### config.mk
export PLATFORM = sky130hd
export DESIGN_NAME = motion_sleep_stage_classifier
export DESIGN_NICKNAME = d
export VERILOG_FILES = /design/src/sv/msc_pkg.sv /design/src/sv/motion_sleep_stage_classifier.sv
export SDC_FILE = /design/constraint.sdc
export NUM_CORES = 2
export LEC_CHECK = 0
export BUFFER_PORTS_ARGS = -buffer_cell sky130_fd_sc_hd__clkbuf_2
export CAP_MARGIN = 20
export CORE_UTILIZATION = 35
export CTS_CLUSTER_SIZE = 24
export DETAILED_ROUTE_END_ITERATION = 16
export PLACE_DENSITY_LB_ADDON = 0.1
export RECOVER_POWER = 50
export SYNTH_ARGS = -nofsm -noshare
export SYNTH_HDL_FRONTEND = slang
export SYNTH_SLANG_ARGS = --single-unit
### constraint.sdc
create_clock -name clk -period 8.85 [get_ports clk]
set_input_delay 2.2125 -clock clk [delete_from_list [all_inputs] [get_ports clk]]
set_output_delay 2.2125 -clock clk [all_outputs]
set_load 0.01 [all_outputs]
### src/sv/msc_pkg.sv
// Shared types and constants for the motion sleep stage classifier.
package msc_pkg;

  typedef enum logic [1:0] {
    STAGE_AWAKE = 2'd0,
    STAGE_LIGHT = 2'd1,
    STAGE_DEEP  = 2'd2
  } stage_t;

  typedef enum logic [2:0] {
    CFG_EPOCH_MS          = 3'd0,
    CFG_ONSET_MINUTES     = 3'd1,
    CFG_DEEP_THRESHOLD    = 3'd2,
    CFG_LIGHT_THRESHOLD   = 3'd3,
    CFG_NIGHT_START_HOUR  = 3'd4,
    CFG_NIGHT_END_HOUR    = 3'd5,
    CFG_MAX_AWAKE_MINUTES = 3'd6
  } cfg_idx_t;

  localparam int unsigned LEVEL_W = 24;
  localparam int unsigned TIME_W  = 32;
  localparam int unsigned CNT_W   = 16;
  localparam int unsigned THR_W   = 8;
  localparam int unsigned HOUR_W  = 5;

  localparam logic [LEVEL_W-1:0] LEVEL_RESET   = 24'd3276800;
  localparam logic [15:0]        KEEP_COEF     = 16'd62259;
  localparam logic [11:0]        NEW_COEF      = 12'd3277;
  localparam logic [15:0]        MS_PER_MINUTE = 16'd60000;
  localparam logic [CNT_W-1:0]   CNT_MAX       = 16'hFFFF;
  localparam logic [7:0]         AWAKE_MAX     = 8'hFF;

  localparam logic [TIME_W-1:0]  EPOCH_MS_RESET     = 32'd60000;
  localparam logic [TIME_W-1:0]  ONSET_MS_RESET     = 32'd600000;
  localparam logic [THR_W-1:0]   DEEP_THR_RESET     = 8'd2;
  localparam logic [THR_W-1:0]   LIGHT_THR_RESET    = 8'd8;
  localparam logic [HOUR_W-1:0]  NIGHT_START_RESET  = 5'd22;
  localparam logic [HOUR_W-1:0]  NIGHT_END_RESET    = 5'd7;
  localparam logic [7:0]         MAX_AWAKE_RESET    = 8'd30;

endpackage

### src/sv/motion_sleep_stage_classifier.sv
// Top level of the motion sleep stage classifier: input register, state update, result register.
//
//   channel   direction  handshake              payload
//   in_       input      in_valid / in_stall     kind, intensity, hour, now_ms
//   out_      output     out_valid / out_stall   sleeping, stage, total/deep/light minutes
//   cfg_      input      cfg_valid / cfg_ready   cfg_index, cfg_data
//
// One transaction per cycle unless out_stall; it is held in the input, then the result register.
// The path from the input register through the 24x16 smoothing multiply, the threshold
// compares and the next-state selection to the state and result registers sets the clock.
// Synchronous active-low reset restores the register defaults and the tracker state.
// A stall on the result channel stalls the input register and then the input channel.
module motion_sleep_stage_classifier (
  input  logic        clk,
  input  logic        rst_n,

  input  logic        in_valid,
  output logic        in_stall,
  input  logic        in_kind,
  input  logic [7:0]  in_intensity,
  input  logic [4:0]  in_hour,
  input  logic [31:0] in_now_ms,

  output logic        out_valid,
  input  logic        out_stall,
  output logic        out_sleeping,
  output logic [1:0]  out_stage,
  output logic [15:0] out_total_minutes,
  output logic [15:0] out_deep_minutes,
  output logic [15:0] out_light_minutes,

  input  logic        cfg_valid,
  output logic        cfg_ready,
  input  logic [2:0]  cfg_index,
  input  logic [31:0] cfg_data
);

  logic [31:0] epoch_ms_r;
  logic [31:0] onset_ms_r;
  logic [7:0]  deep_thr_r;
  logic [7:0]  light_thr_r;
  logic [4:0]  night_start_r;
  logic [4:0]  night_end_r;
  logic [7:0]  max_awake_r;

  logic        in_vld_r;
  logic        kind_r;
  logic [7:0]  intensity_r;
  logic [4:0]  hour_r;
  logic [31:0] now_r;

  logic [23:0]          level_r, level_nxt;
  logic                 asleep_r, asleep_nxt;
  msc_pkg::stage_t      stage_r, stage_nxt;
  logic [31:0]          lms_r, lms_nxt;
  logic [31:0]          last_seen_r, last_seen_nxt;
  logic [31:0]          last_epoch_r, last_epoch_nxt;
  logic [15:0]          total_r, total_nxt;
  logic [15:0]          deep_r, deep_nxt;
  logic [15:0]          light_r, light_nxt;
  logic [7:0]           awake_r, awake_nxt;

  logic                 out_vld_r;
  logic                 out_sleeping_r;
  msc_pkg::stage_t      out_stage_r;
  logic [15:0]          out_total_r;
  logic [15:0]          out_deep_r;
  logic [15:0]          out_light_r;

  logic        proc_go;
  logic        in_acc;
  logic [39:0] keep_prod;
  logic [19:0] new_prod;
  logic [40:0] acc;
  logic [23:0] level_upd;
  logic        below_light;
  logic        below_deep;
  logic        night;
  logic        epoch_due;
  logic [31:0] low_elapsed;
  logic [7:0]  awake_inc;

  assign cfg_ready = 1'b1;
  assign proc_go   = in_vld_r && (!out_vld_r || !out_stall);
  assign in_stall  = in_vld_r && !proc_go;
  assign in_acc    = in_valid && !in_stall;

  always_ff @(posedge clk) begin
    if (!rst_n) begin
      epoch_ms_r    <= msc_pkg::EPOCH_MS_RESET;
      onset_ms_r    <= msc_pkg::ONSET_MS_RESET;
      deep_thr_r    <= msc_pkg::DEEP_THR_RESET;
      light_thr_r   <= msc_pkg::LIGHT_THR_RESET;
      night_start_r <= msc_pkg::NIGHT_START_RESET;
      night_end_r   <= msc_pkg::NIGHT_END_RESET;
      max_awake_r   <= msc_pkg::MAX_AWAKE_RESET;
    end else if (cfg_valid && cfg_ready) begin
      case (cfg_index)
        msc_pkg::CFG_EPOCH_MS:          epoch_ms_r    <= cfg_data;
        msc_pkg::CFG_ONSET_MINUTES:     onset_ms_r    <= 32'(cfg_data[7:0]) *
                                                         32'(msc_pkg::MS_PER_MINUTE);
        msc_pkg::CFG_DEEP_THRESHOLD:    deep_thr_r    <= cfg_data[7:0];
        msc_pkg::CFG_LIGHT_THRESHOLD:   light_thr_r   <= cfg_data[7:0];
        msc_pkg::CFG_NIGHT_START_HOUR:  night_start_r <= cfg_data[4:0];
        msc_pkg::CFG_NIGHT_END_HOUR:    night_end_r   <= cfg_data[4:0];
        msc_pkg::CFG_MAX_AWAKE_MINUTES: max_awake_r   <= cfg_data[7:0];
        default: ;
      endcase
    end
  end

  always_ff @(posedge clk) begin
    if (!rst_n) begin
      in_vld_r <= 1'b0;
    end else if (in_acc) begin
      in_vld_r <= 1'b1;
    end else if (proc_go) begin
      in_vld_r <= 1'b0;
    end
  end

  always_ff @(posedge clk) begin
    if (in_acc) begin
      kind_r      <= in_kind;
      intensity_r <= in_intensity;
      hour_r      <= in_hour;
      now_r       <= in_now_ms;
    end
  end

  assign keep_prod   = 40'(level_r) * 40'(msc_pkg::KEEP_COEF);
  assign new_prod    = 20'(intensity_r) * 20'(msc_pkg::NEW_COEF);
  assign acc         = {1'b0, keep_prod} + {5'b0, new_prod, 16'b0};
  assign level_upd   = acc[39:16];
  assign below_light = level_upd < {light_thr_r, 16'b0};
  assign below_deep  = level_upd < {deep_thr_r, 16'b0};
  assign night       = (hour_r >= night_start_r) || (hour_r < night_end_r);
  assign epoch_due   = (now_r - last_epoch_r) >= epoch_ms_r;
  assign low_elapsed = (lms_r == '0) ? '0 : (now_r - lms_r);
  assign awake_inc   = (awake_r == msc_pkg::AWAKE_MAX) ? awake_r : awake_r + 8'd1;

  always_comb begin
    level_nxt      = level_r;
    asleep_nxt     = asleep_r;
    stage_nxt      = stage_r;
    lms_nxt        = lms_r;
    last_seen_nxt  = last_seen_r;
    last_epoch_nxt = last_epoch_r;
    total_nxt      = total_r;
    deep_nxt       = deep_r;
    light_nxt      = light_r;
    awake_nxt      = awake_r;
    if (kind_r) begin
      total_nxt  = '0;
      deep_nxt   = '0;
      light_nxt  = '0;
      awake_nxt  = '0;
      asleep_nxt = 1'b0;
      stage_nxt  = msc_pkg::STAGE_AWAKE;
      lms_nxt    = '0;
    end else begin
      level_nxt     = level_upd;
      last_seen_nxt = now_r;
      if (last_seen_r == '0) begin
        last_epoch_nxt = now_r;
      end else if (!night) begin
        if (asleep_r) begin
          asleep_nxt = 1'b0;
          stage_nxt  = msc_pkg::STAGE_AWAKE;
        end
      end else if (epoch_due) begin
        last_epoch_nxt = now_r;
        if (!asleep_r) begin
          if (below_light) begin
            if (lms_r == '0) begin
              lms_nxt = now_r;
            end
            if (low_elapsed >= onset_ms_r) begin
              asleep_nxt = 1'b1;
              stage_nxt  = msc_pkg::STAGE_LIGHT;
            end
          end else begin
            lms_nxt = '0;
          end
        end else if (below_deep) begin
          stage_nxt = msc_pkg::STAGE_DEEP;
          deep_nxt  = (deep_r == msc_pkg::CNT_MAX) ? deep_r : deep_r + 16'd1;
          total_nxt = (total_r == msc_pkg::CNT_MAX) ? total_r : total_r + 16'd1;
        end else if (below_light) begin
          stage_nxt = msc_pkg::STAGE_LIGHT;
          light_nxt = (light_r == msc_pkg::CNT_MAX) ? light_r : light_r + 16'd1;
          total_nxt = (total_r == msc_pkg::CNT_MAX) ? total_r : total_r + 16'd1;
        end else begin
          stage_nxt = msc_pkg::STAGE_AWAKE;
          if (awake_inc > max_awake_r) begin
            asleep_nxt = 1'b0;
            awake_nxt  = '0;
          end else begin
            awake_nxt = awake_inc;
          end
        end
      end
    end
  end

  always_ff @(posedge clk) begin
    if (!rst_n) begin
      level_r      <= msc_pkg::LEVEL_RESET;
      asleep_r     <= 1'b0;
      stage_r      <= msc_pkg::STAGE_AWAKE;
      lms_r        <= '0;
      last_seen_r  <= '0;
      last_epoch_r <= '0;
      total_r      <= '0;
      deep_r       <= '0;
      light_r      <= '0;
      awake_r      <= '0;
    end else if (proc_go) begin
      level_r      <= level_nxt;
      asleep_r     <= asleep_nxt;
      stage_r      <= stage_nxt;
      lms_r        <= lms_nxt;
      last_seen_r  <= last_seen_nxt;
      last_epoch_r <= last_epoch_nxt;
      total_r      <= total_nxt;
      deep_r       <= deep_nxt;
      light_r      <= light_nxt;
      awake_r      <= awake_nxt;
    end
  end

  always_ff @(posedge clk) begin
    if (!rst_n) begin
      out_vld_r <= 1'b0;
    end else if (proc_go) begin
      out_vld_r <= 1'b1;
    end else if (!out_stall) begin
      out_vld_r <= 1'b0;
    end
  end

  always_ff @(posedge clk) begin
    if (proc_go) begin
      out_sleeping_r <= asleep_nxt;
      out_stage_r    <= stage_nxt;
      out_total_r    <= total_nxt;
      out_deep_r     <= deep_nxt;
      out_light_r    <= light_nxt;
    end
  end

  assign out_valid         = out_vld_r;
  assign out_sleeping      = out_sleeping_r;
  assign out_stage         = out_stage_r;
  assign out_total_minutes = out_total_r;
  assign out_deep_minutes  = out_deep_r;
  assign out_light_minutes = out_light_r;

`ifndef ASSERT_OFF
  a_awake_when_not_asleep: assert property (@(posedge clk) disable iff (!rst_n)
    !asleep_r |-> stage_r == msc_pkg::STAGE_AWAKE)
    else $error("stage is not awake outside a sleep session");

  a_total_covers_stages: assert property (@(posedge clk) disable iff (!rst_n)
    total_r >= deep_r && total_r >= light_r)
    else $error("total minutes below deep or light minutes");

  a_stall_needs_item: assert property (@(posedge clk) disable iff (!rst_n)
    in_stall |-> in_vld_r && out_vld_r && out_stall)
    else $error("input stalled without a blocked transaction");

  a_result_drains: assert property (@(posedge clk) disable iff (!rst_n)
    out_vld_r && !out_stall && !proc_go |=> !out_vld_r)
    else $error("result repeated after delivery");

  a_state_holds: assert property (@(posedge clk) disable iff (!rst_n)
    !proc_go |=> $stable(level_r) && $stable(total_r) && $stable(last_seen_r))
    else $error("tracker state changed without a transaction");
`endif

endmodule
After elaboration in Yosys (flattened, before gate mapping)
Cells that the tools add are included.

operators by class
  multipliers = 3
  equality and inequality tests = 16
  add/subtract/negate cells = 7
  reduce and logical (&&, ||, !) cells = 29
  bitwise operators = 1
  magnitude comparators = 7
  mux-type cells = 67

operators with widths
  operator                                                               number
  16-bit 2-to-1 mux                                                      23
  32-bit 2-to-1 mux                                                      11
  8-bit 2-to-1 mux                                                       9
  32-bit logical NOT                                                     2
  32-bit subtractor                                                      2
  16-bit by 1-bit adder with 16-bit output, second input constant        3
  16-bit equality test, second input constant                            3
  24-bit < comparator                                                    2
  40-bit by 36-bit adder with 40-bit output                              1
  24-bit by 16-bit multiplier with 40-bit output, second input constant  1
  32-bit by 24-bit >= comparator with 1-bit output                       1
  32-bit >= comparator                                                   1
  8-bit by 12-bit multiplier with 20-bit output, second input constant   1
  8-bit by 11-bit multiplier with 19-bit output, second input constant   1
  2-bit 2-to-1 mux                                                       9
  2-bit AND reduction                                                    8
  1-bit 2-to-1 mux                                                       15
  2-bit nonzero test                                                     6
  3-bit equality test, second input constant                             3
  8-bit by 1-bit adder with 8-bit output, second input constant          1
  8-bit equality test, second input constant                             1
  8-bit greater-than comparator                                          1
  2-bit inequality test, second input constant                           4
  7-bit AND reduction                                                    1
  other kinds (13)                                                       20

word-level totals
  word-level logic and storage cells = 158
  register bits after elaboration = 363
  input bits = 86
  output and inout port bits = 54

Logic depth before layout (Yosys ltp)
  depth in word-level cells = 11
  gate-level depth with buffers = 42
  depth with buffers taken out = 40

Least setup slack after synthesis
OpenSTA, ideal clock, no wires.

  path kind = register to register
  start point = reg intensity_r[5]
  end point = reg out_light_r[6] (netlist: out_light_minutes[6]), data pin
  path buffers = 2
  stages on the path, launching flop included = 42
  required time = 8.584 ns
  period minus slack after synthesis = 9.066 ns
  path slack = -0.216 ns
  setup time = 0.266 ns
  arrival = 8.800 ns
  cells stage by stage = edfxtp_1 -> ha_1 -> inv_1 -> fa_1 -> inv_1 -> fa_1 -> inv_1 -> fa_1 -> inv_1 -> ha_1 -> a21boi_1 -> o21ai_1 -> a21boi_1 -> o21ai_1 -> a21oi_1 -> nor2_1 -> xnor2_1 -> ha_1 -> [6 not listed] -> o21ai_0 -> nor4_1 -> a2111oi_0 -> nor3_1 -> nor2_1 -> xnor2_1 -> ha_1 -> a21o_1 -> a21o_1 -> a21oi_1 -> and3_1 -> o211ai_1 -> and2_1 -> clkbuf_1 -> clkbuf_1 -> nor4_1 -> xnor2_1 -> nor2_1

between the ends
  longest elaborated chain between the ends = 10
  elaborated cells on any way between the ends = 11
  those cells by class = add/sub (1); mul (1); order compare (2); mux (7)

RTL lines
  element                                            line                                  RTL
  from (decl)                                        motion_sleep_stage_classifier.sv:48   logic [7:0] intensity_r;
  from (signal assigned)                             motion_sleep_stage_classifier.sv:125  intensity_r <= in_intensity;
  8-bit by 12-bit multiplier with 20-bit output (*)  motion_sleep_stage_classifier.sv:132  assign new_prod = 20'(intensity_r) * 20'(msc_pkg::NEW_COEF);
  40-bit by 36-bit adder with 40-bit output (*)      motion_sleep_stage_classifier.sv:133  assign acc = {1'b0, keep_prod} + {5'b0, new_prod, 16'b0};
  net acc[37]                                        motion_sleep_stage_classifier.sv:74   logic [40:0] acc;
  24-bit < comparator                                motion_sleep_stage_classifier.sv:135  assign below_light = level_upd < {light_thr_r, 16'b0};
  16-bit 2-to-1 mux                                  motion_sleep_stage_classifier.sv:189  end else if (below_light) begin
  16-bit 2-to-1 mux (*)                              motion_sleep_stage_classifier.sv:185  end else if (below_deep) begin
  16-bit 2-to-1 mux (*)                              motion_sleep_stage_classifier.sv:173  if (!asleep_r) begin
  16-bit 2-to-1 mux (*)                              motion_sleep_stage_classifier.sv:171  end else if (epoch_due) begin
  16-bit 2-to-1 mux (*)                              motion_sleep_stage_classifier.sv:166  end else if (!night) begin
  16-bit 2-to-1 mux (*)                              motion_sleep_stage_classifier.sv:164  if (last_seen_r == '0) begin
  16-bit 2-to-1 mux (*)                              motion_sleep_stage_classifier.sv:153  if (kind_r) begin
  net light_nxt[6]                                   motion_sleep_stage_classifier.sv:60   logic [15:0] light_r, light_nxt;
  to (signal assigned)                               motion_sleep_stage_classifier.sv:248  out_light_r <= light_nxt;
  to (decl)                                          motion_sleep_stage_classifier.sv:68   logic [15:0] out_light_r;

Mark *: on every way through the listed nets, which the timed path passes. The rest lies on a longest branch.
A chain may end at the register's enable or synchronous reset.

Worst setup path after layout
  start point = reg intensity_r[5]
  end point = reg out_total_r[9] (netlist: out_total_minutes[9]), data pin

between the ends
  longest elaborated chain between the ends = 10
  elaborated cells on any way between the ends = 11
  those cells by class = add/sub (1); mul (1); order compare (2); mux (7)

RTL lines
  element                                            line                                  RTL
  8-bit by 12-bit multiplier with 20-bit output (*)  motion_sleep_stage_classifier.sv:132
  40-bit by 36-bit adder with 40-bit output (*)      motion_sleep_stage_classifier.sv:133
  net acc[36]                                        motion_sleep_stage_classifier.sv:74
  24-bit < comparator                                motion_sleep_stage_classifier.sv:135
  16-bit 2-to-1 mux                                  motion_sleep_stage_classifier.sv:189
  16-bit 2-to-1 mux (*)                              motion_sleep_stage_classifier.sv:185
  16-bit 2-to-1 mux (*)                              motion_sleep_stage_classifier.sv:173
  16-bit 2-to-1 mux (*)                              motion_sleep_stage_classifier.sv:171
  16-bit 2-to-1 mux (*)                              motion_sleep_stage_classifier.sv:166
  16-bit 2-to-1 mux (*)                              motion_sleep_stage_classifier.sv:164
  16-bit 2-to-1 mux (*)                              motion_sleep_stage_classifier.sv:153
  net total_nxt[9]                                   motion_sleep_stage_classifier.sv:58   logic [15:0] total_r, total_nxt;
  to (signal assigned)                               motion_sleep_stage_classifier.sv:246  out_total_r <= total_nxt;
  to (decl)                                          motion_sleep_stage_classifier.sv:66   logic [15:0] out_total_r;

Marks and branches as above.

==> flow_metrics.py <==
metrics = {
    "sta": {
        "max_slew.worst_pin.slew_ns": 3.69,
        "final_hold_viol_count": 0,
        "layout_setup_ws_ns": 0.00525,
        "fin_worst_skew_ns": 0.0326,
        "fin_crit_sh": 0.999,
        "fmax_mhz": 113,
        "maxSlewHeadroom": -1.46,
        "rsz0062_at_grt": "yes",
        "fin_crit_ns": 8.84,
        "drv_slew": 188,
        "holdWs_ns": 0.451,
        "setup_viol": 0,
    },
    "logic_synthesis": {
        "synth_cells": 3511,
        "synthDistinctLibCells": 81,
        "async_reset_ff_frac": 0,
        "ys_ff_latch": 363,
        "syn_nets": 4220,
        "synth_area_sq_um": 31000,
        "synthFlopType": "dfxtp_1",
        "yosysSeqAreaShare": 0.266,
        "synth.avg_cell_area_sq_um": 8.83,
        "synth_warnings": 0,
        "synth_edf_count": 97,
    },
    "die": {
        "core_sq_um": 87300,
        "fp-row-count": 108,
        "fp.dieH_microns": 300,
        "dieArea_sq_um": 89800,
        "die_w_microns": 300,
        "start_util": 0.355,
        "ios": 140,
    },
    "worst_setup_path": {
        "max_stage_delay_ns": 0.50,
        "reg2regPathDepth": 43,
        "required_ns": 9.28,
        "cp.arrival_ns": 9.27,
        "cpMostUsedCell": "buf_4",
        "cp-end-kind": "flop",
        "setup.worst_path.class": "flop to flop",
        "crit_fanout": 5,
        "start_kind": "flop",
        "worst_path_max_delay_cell": "fa_1",
    },
    "routing": {
        "top_layer": "met4",
        "viasPerCell": 5.00,
        "drt_iter0_markers": 1318,
        "wl_met1_microns": 42500,
        "met3WireLength_microns": 2090,
        "vias": 25225,
        "ant_nets": 0,
        "wirelength_microns": 92900,
        "wl_per_cell_microns": 18.4,
        "dr_wl_met2_microns": 46100,
        "drtPass1Iterations": 5,
        "drc_errors": 0,
    },
    "grt": {
        "grt_usage": 0.206,
        "grt_remaining_overflow": 0,
        "grt_max_degree": 80,
        "grt_pass1_wl_microns": 145000,
        "grt_pass1_vias": 25620,
        "antenna_found_initial": 3,
    },
    "worst_hold_path": {
        "min_path_cells": 2,
        "min-delay-path-class": "flop to flop",
    },
    "clock_tree": {
        "cts.path.max_buffers": 3,
        "clock_sinks": 363,
        "cts_made_buffers": 47,
        "cts_tree": "yes",
        "cts_root_buf": "clkbuf_16",
        "path_clk_slew_ns": 0.06,
        "worstSkewPairLatency_ns": 0.61,
        "htreeDepth": 2,
    },
    "placed_design": {
        "portBuffers": 138,
        "place.detailed.hpwl_microns": 70200,
        "dpl_cell_area_sq_um": 34400,
        "place_ws_ns": -1.08,
        "place_congestion": 0.838,
    },
    "finish": {
        "nets": 4558,
        "drive_gt1_frac": 0.155,
        "fillers": 8872,
        "final_area_sq_um": 37900,
        "area_growth_syn_to_layout_pct": 22.1,
    },
    "flow_run": {
        "cap_viol_max_count": 5,
    },
    "run_status": {
        "status": "complete, but fails checks",
        "violations": "capacitance limit, slew limit",
    },
}
-- cell families after synthesis --
kind of cell	Yosys count	share of synthesized area
other	1	0.000121
XOR/XNOR	135	0.0381
multiplexers	73	0.0236
buffers and inverters	648	0.0793
AO/OA/AOI/OAI	684	0.141
adder cells (fa/ha/maj)	623	0.305
AND/OR/NAND/NOR	984	0.147
flip-flops	363	0.266
-- cells in the mapped netlist (all sizes together), types with 29 or more instances --
cell,number,share of area
edfxtp,97,0.094
nand4,50,0.010
clkbuf,98,0.012
o21ai,96,0.015
ha,401,0.16
a21oi,259,0.042
o211ai,53,0.013
xnor2,89,0.025
fa,222,0.14
a31oi,39,0.0079
nor3,47,0.0076
dfxtp,266,0.17
mux2i,71,0.023
a21o,70,0.017
xor2,46,0.013
inv,527,0.064
and3,37,0.0075
a211oi,29,0.0070
or3,30,0.0061
nand3,76,0.012
nor2,208,0.025
nor4,35,0.0073
nand2,397,0.048
o21a,29,0.0070
-- final cells by class --
class	instances	area [sq um]	share of cell area
multi-input cells	2502	21600	0.571
flip-flops and latches	363	8240	0.218
repair buffers	408	3030	0.0800
inverters	527	1980	0.0524
well taps	1155	1450	0.0382
clock buffers	64	1320	0.0349
clock inverters	23	226	0.00598
diodes	1	2.50	0.0000661
-- routing by layer --
layer | track usage | up-vias
met1 | 0.269 | 12177
met2 | 0.364 | 307
met4 | 0.0547 | 0
met3 | 0.0180 | 102
li1 | - | 12639
met5 | 0 | -
-- placed cells by master, fill, tap and decap left out, types with 68 or more instances in the layout --
cell	instances
a21o_1	70
a21oi_1	234
buf_4	216
clkbuf_1	69
clkbuf_2	82
dfxtp_1	266
edfxtp_1	97
fa_1	222
ha_1	386
inv_1	520
mux2i_1	71
nand2_1	392
nand3_1	68
nor2_1	202
xnor2_1	80
-- flip-flops by register name, summed over array words and instances (netlist names), 2 cells and up --
name               flops
hour_r                 5
max_awake_r            8
out_light_minutes     16
onset_ms_r            19
intensity_r            8
lms_r                 32
awake_r                8
level_r               24
out_total_minutes     16
night_end_r            5
now_r                 32
stage_r                2
out_stage              2
out_deep_minutes      16
deep_thr_r             8
deep_r                16
light_r               16
light_thr_r            8
last_epoch_r          32
night_start_r          5
total_r               16
last_seen_r           32
epoch_ms_r            32
-- per-stage QoR --
| stage | cells | utilization | TNS, ns |
|---|---|---|---|
| after floorplan | 3511 | - | 0 |
| after global placement | 4896 | 0.394 | -90.25 |
| after detailed placement | 4896 | 0.394 | -93.68 |
| after CTS | 5005 | 0.420 | -0.907 |
| after global routing | 5042 | 0.434 | -29.30 |
| final | 5043 | 0.434 | 0 |
-- path summary, 6_finish.rpt --
check,startpoint,endpoint,slack [ns]
worst min register to register,level_r[13],level_r[13],0.45
worst min-delay path,level_r[13],level_r[13],0.45
worst max-delay path,intensity_r[5],out_total_minutes[9],0.005
worst max register to register,intensity_r[5],out_total_minutes[9],0.005
-- worst max-delay path, delay by kind of cell, from the launching register on --
| family | cells | cell delay (ns) |
|---|---|---|
| buf+inv | 14 | 1.46 |
| flops | 1 | 0.44 |
| fa+ha+maj | 10 | 3.53 |
| compound gates | 12 | 1.78 |
| xor+xnor | 1 | 0.08 |
| simple gates | 6 | 1.39 |
-- timing repair --
item	CTS	global route
gates resized for setup	88	174
hold buffers	0	0
buffers inserted	20	35
pin swaps	78	131
gates cloned	5	3
setup endpoints to repair	142	142
Power is not shown: default switching activity piles up to over one toggle a cycle in this logic, so the estimate is an artifact.
